===== src/sv/htw_pkg.sv =====
// Shared types and constants of the hierarchical timing wheel.
package htw_pkg;

    localparam int NUM_LEVELS = 4;

    localparam logic CMD_ADD  = 1'b0;
    localparam logic CMD_TICK = 1'b1;

    localparam logic [1:0] KIND_EXPIRED = 2'd0;
    localparam logic [1:0] KIND_ADDED   = 2'd1;
    localparam logic [1:0] KIND_FULL    = 2'd2;
    localparam logic [1:0] KIND_IDLE    = 2'd3;

    // Command word held in the queue between front and back
    typedef struct packed {
        logic        cmd;
        logic [30:0] delay;
        logic [31:0] handle;
        logic [31:0] session;
    } cmd_word_t;

    typedef enum logic [3:0] {
        ST_CLEAR,
        ST_IDLE,
        ST_ADD_POP,
        ST_ADD_FILE,
        ST_TICK_HEAD,
        ST_EXP_RD,
        ST_EXP_OUT,
        ST_ADV,
        ST_RF_HEAD,
        ST_RF_RD,
        ST_RF_FILE,
        ST_RF_LINK,
        ST_DONE
    } back_state_t;

endpackage


===== src/sv/htw_front.sv =====
// Front end: takes command words and buffers them in a short queue.
module htw_front #(
    parameter int DEPTH = 2
) (
    input  logic               clk,
    input  logic               rst_n,
    input  logic               in_valid,
    output logic               in_ready,
    input  htw_pkg::cmd_word_t in_word,
    output logic               q_valid,
    input  logic               q_pop,
    output htw_pkg::cmd_word_t q_word
);

    localparam int AW = $clog2(DEPTH);

    htw_pkg::cmd_word_t buf_reg [DEPTH];
    logic [AW-1:0] rd_reg, rd_next, wr_reg, wr_next;
    logic [AW:0]   cnt_reg, cnt_next;
    logic          push, pop;

    assign in_ready = (cnt_reg != AW'(0) + (AW+1)'(DEPTH));
    assign q_valid  = (cnt_reg != '0);
    assign q_word   = buf_reg[rd_reg];
    assign push     = in_valid && in_ready;
    assign pop      = q_pop && q_valid;

    // Advance queue pointers
    always_comb
    begin
        rd_next  = pop  ? ((rd_reg == AW'(DEPTH-1)) ? '0 : rd_reg + 1'b1) : rd_reg;
        wr_next  = push ? ((wr_reg == AW'(DEPTH-1)) ? '0 : wr_reg + 1'b1) : wr_reg;
        cnt_next = cnt_reg + (AW+1)'(push) - (AW+1)'(pop);
    end

    always_ff @(posedge clk or negedge rst_n)
    begin
        if (!rst_n)
        begin
            rd_reg  <= '0;
            wr_reg  <= '0;
            cnt_reg <= '0;
        end
        else
        begin
            rd_reg  <= rd_next;
            wr_reg  <= wr_next;
            cnt_reg <= cnt_next;
        end
    end

    // Hold payload
    always_ff @(posedge clk)
    begin
        if (push)
        begin
            buf_reg[wr_reg] <= in_word;
        end
    end

endmodule


===== config.mk =====
export PLATFORM = sky130hd
export DESIGN_NAME = htw_front
export DESIGN_NICKNAME = d
export VERILOG_FILES = /design/src/sv/htw_pkg.sv /design/src/sv/htw_front.sv
export SDC_FILE = /design/constraint.sdc
export NUM_CORES = 1
export LEC_CHECK = 0
export ABC_AREA = 1
export BUFFER_PORTS_ARGS = -buffer_cell sky130_fd_sc_hd__buf_4
export CAP_MARGIN = 5
export CORE_MARGIN = 8
export CORE_UTILIZATION = 52
export DETAILED_ROUTE_END_ITERATION = 12
export HOLD_SLACK_MARGIN = 0.12
export PLACE_DENSITY = 0.79
export RECOVER_POWER = 25
export SKIP_LAST_GASP = 1
export SLEW_MARGIN = 5
export SYNTH_ARGS = -nofsm -noshare
export SYNTH_HDL_FRONTEND = slang
export SYNTH_SLANG_ARGS = --single-unit

===== constraint.sdc =====
create_clock -name clk -period 7.4 [get_ports clk]
set_clock_uncertainty 0.05 [all_clocks]
set_input_delay 1.48 -clock clk [delete_from_list [all_inputs] [get_ports clk]]
set_output_delay 1.48 -clock clk [all_outputs]
set_load 0.03 [all_outputs]

Word-level counts from Yosys, hierarchy flattened
Memories as Yosys holds them, arrays and structs flattened. Cells that the tools add are included.

Flip-flop bits (word level): 4. RAM bits: 192. Input bits: 100. Output and inout port bits: 98. Word-level logic and storage cells: 16. Memories: 1.

Memories: buf_reg (words 2, bits a word 96, read ports 1, clocked after Yosys merged registers in 0, write ports 1, line htw_front.sv:17) `htw_pkg::cmd_word_t buf_reg [DEPTH];`.

Add/sub/neg operators: 4. Equality and inequality tests: 1. Multiplexer cells: 4. Reductions and logical operators: 3.

Operators with widths (number): 2-to-1 mux 1 bit (4); adder 1 bit, second input constant (2); adder 2 x 1 -> 2 bit (1); logical AND 1 bit (2); != test 2 bit, second input constant (1); nonzero test 2 bit (1); subtractor 2 x 1 -> 2 bit (1).

Depth between registers and ports, before layout
Depth in word-level cells: 4. Depth in mapped cells: 12. Mapped depth without buffers: 12.

Worst setup path after synthesis
Ideal clock, no wire load.

Path type: input -> register. From: in in_valid. To: mem buf_reg[1][0] in the netlist's numbering, enable pin. Setup time: 0.553 ns. Arrival time: 5.619 ns. Required time: 6.797 ns. Path slack: 1.177 ns. Stages on the path: 2. Path buffers: 0. Cell sequence: nand2_1 -> nor2_1.

Longest elaborated chain between the ends: 3.

Ends and longest elaborated chain: start, declared (line htw_front.sv:7) `input logic in_valid,`; logical AND 1 bit (line htw_front.sv:25) `assign push = in_valid && in_ready;`; 2-to-1 mux 1 bit (line htw_front.sv:55) `if (push)`; 2-to-1 mux 1 bit (not written as such) (line htw_front.sv:57) `buf_reg[wr_reg] <= in_word;`; end, declared (line htw_front.sv:17).

Every way passes these cells.

==> flow_metrics.py <==
metrics = {
    "global_routing": {
        "grt_pass1_vias": 4701,
        "antenna_found_initial": 1,
        "grt_pass1_wl_um": 24010,
        "grt_use_total": 0.1742,
        "gr-total-overflow": 0,
        "grt_max_degree": 98,
    },
    "synth": {
        "synth_xor_area_frac": 0.001214,
        "syn_area_um2": 7217,
        "postSynthCellCount": 533,
        "synth_compound_gate_area_share": 0.001387,
        "ys_top_cells_by_area": "edfxtp_1, nand2_1, dfrtp_1",
        "synth_adder_area_share": 0.001734,
        "synth_seq_cells": 196,
        "syn_nets": 634,
        "yosysTopAreaCell": "edfxtp_1",
        "yosysWarnings": 0,
        "synth_mux_area_frac": 0,
        "yosysSeqAreaShare": 0.8128,
        "synthSimpleGateAreaFrac": 0.1585,
        "synth_top_family_by_area": "simple AND/OR/NAND/NOR gates",
        "synth_top_area_frac": 0.7989,
        "synth_cell_types": 14,
        "avgSynthCellArea_um2": 13.54,
    },
    "floorplanning": {
        "ios": 198,
        "die-area_um2": 17900,
        "chipHeight_um": 133.8,
        "dieWidth_um": 133.8,
        "core_um2": 13720,
        "rows": 43,
        "start_util": 0.5260,
    },
    "route": {
        "avgRoutedWirePerCell_um": 17.14,
        "antenna_left": 0,
        "viasPerCell": 4.906,
        "wirelength_um": 15820,
        "vias": 4528,
        "drc": 0,
        "first_pass_iters": 4,
        "drtIter0Drc": 281,
    },
    "clocking": {
        "cts_tree": "yes",
        "ctsHoldBuffers": 0,
        "numClockSinks": 196,
        "cts-root-buf": "clkbuf_16",
        "cts_buffers": 17,
        "postCtsSetupRepairBufs": 0,
        "htree_levels": 4,
        "insertion_delay_ns": 0.43,
        "clkTransAtPathRegs_ns": 0.07,
        "clockBufferDepth": 2,
        "cts-resized-gates": 0,
    },
    "timing": {
        "min_period_ns": 4.259,
        "setup_tns_ns": 0,
        "holdWs_ns": 0.5352,
        "slew_viol_final": 0,
        "hold_viol_final": 0,
        "rsz0062_at_grt": "false",
        "fin_crit_sh": 0.5756,
        "max_slew_margin": 0.2986,
        "max_freq_mhz": 234.8,
        "tightestPinTransition_ns": 1.052,
        "setup_slack_ns": 3.141,
        "setup-violations-final": 0,
    },
    "placed_design": {
        "io_buffers": 197,
        "placed_area_um2": 8811,
        "placedCellCount": 891,
        "post-dp-hpwl_um": 10410,
        "dp_slack_ns": 3.583,
        "gp_congestion": 0.7491,
    },
    "finish": {
        "nets": 831,
        "largest_register_ffs": 192,
        "drive_gt1_frac": 0.3001,
        "antenna_cells": 0,
        "final_area_um2": 9397,
        "stdcell_count": 923,
        "layout-area-overhead-vs-synth_pct": 30.20,
        "layout_common_cells": "nand2_1, edfxtp_1, buf_4, clkbuf_4, clkbuf_16",
        "final_common_cell": "nand2_1",
        "finish.utilization": 0.6849,
    },
    "critical_path": {
        "cp_data_arrival_time_ns": 2.73,
        "crit_path_start_kind": "flop",
        "worstReg2RegStart": "cnt_reg[0]",
        "crit_required_ns": 5.87,
        "r2r_end": "buf_reg[0][71]",
        "critical_path_peak_fanout": 97,
        "critPathLaunch": "rd_reg",
        "crit_type": "flop to output port",
        "reg2reg_depth": 5,
        "crit_end": "q_word[4]",
        "endpoint_kind": "output port",
        "rrSetupSlack_ns": 4.60,
    },
    "min_path": {
        "hp-class": "flop to flop",
        "min_delay_path_depth": 2,
    },
    "run_status": {
        "status": "complete, no violations",
    },
    "pwr": {
        "fin_total_pwr_mw": 4.309,
        "p_per_area_nw_per_um2": 458.6,
        "p_leak_nw": 3.982,
        "ir_worst_vdd_mv": 0.3336,
    },
    "flow_run": {
        "cap_viol_max_count": 0,
    },
}
## logic make-up (layout without fill, tap and decap cells)
kind of cell	Yosys count	count (layout)
DFF	196	196
buffers and inverters	29	239
xor gates and xnor gates	1	1
and+or+nand+nor	304	304
adders and majority gates	1	1
AOI/OAI and AO/OA	2	2
## area by class of cell
cell class | count | area (um^2)
Tap cell | 180 | 225.2
Multi-Input combinational cell | 308 | 1190
Clock inverter | 15 | 201.4
Inverter | 8 | 32.53
Sequential cell | 196 | 5869
Clock buffer | 17 | 425.4
Fill cell | 945 | 4323
Timing Repair Buffer | 199 | 1453
## worst min path at each step
stage          slack [ns]       start    endpoint
3_3_place_gp         0.49  cnt_reg[0]  cnt_reg[0]
4_1_cts              0.53  cnt_reg[0]  cnt_reg[0]
2_1_floorplan        0.43      wr_reg      wr_reg
3_5_place_dp         0.51  cnt_reg[0]  cnt_reg[0]
6_report             0.54      wr_reg      wr_reg
5_1_grt              0.55  cnt_reg[0]  cnt_reg[0]
## critical path: stages (launching register included)
cell and delay, ns:
dfrtp_4 1.12, inv_4 0.62, nand2_1 0.25, nand2_1 0.11, buf_4 0.18
## synthesized netlist by cell type
library cell and instances:
ha_1 1, buf_2 13, a21oi_1 1, dfrtp_1 4
inv_1 7, buf_6 5, inv_4 1, edfxtp_1 192
nand2_1 297, buf_4 3, xor2_1 1, o21ai_0 1
nor2_1 5, nand3_1 2
## power breakdown
group / internal (mW) / total (mW) / switching [mW]
logic: 0.525 / 1.69 / 1.16
clock network: 0.568 / 0.958 / 0.390
registers: 1.52 / 1.66 / 0.144
total: 2.61 / 4.31 / 1.70
## layer usage
metal  wire length, um  global-route usage
met5                13                   0
met4               386             0.08422
met3              1181             0.05834
met2              8285              0.2954
met1              5949              0.1940
Power figures use the tool's default switching activity.
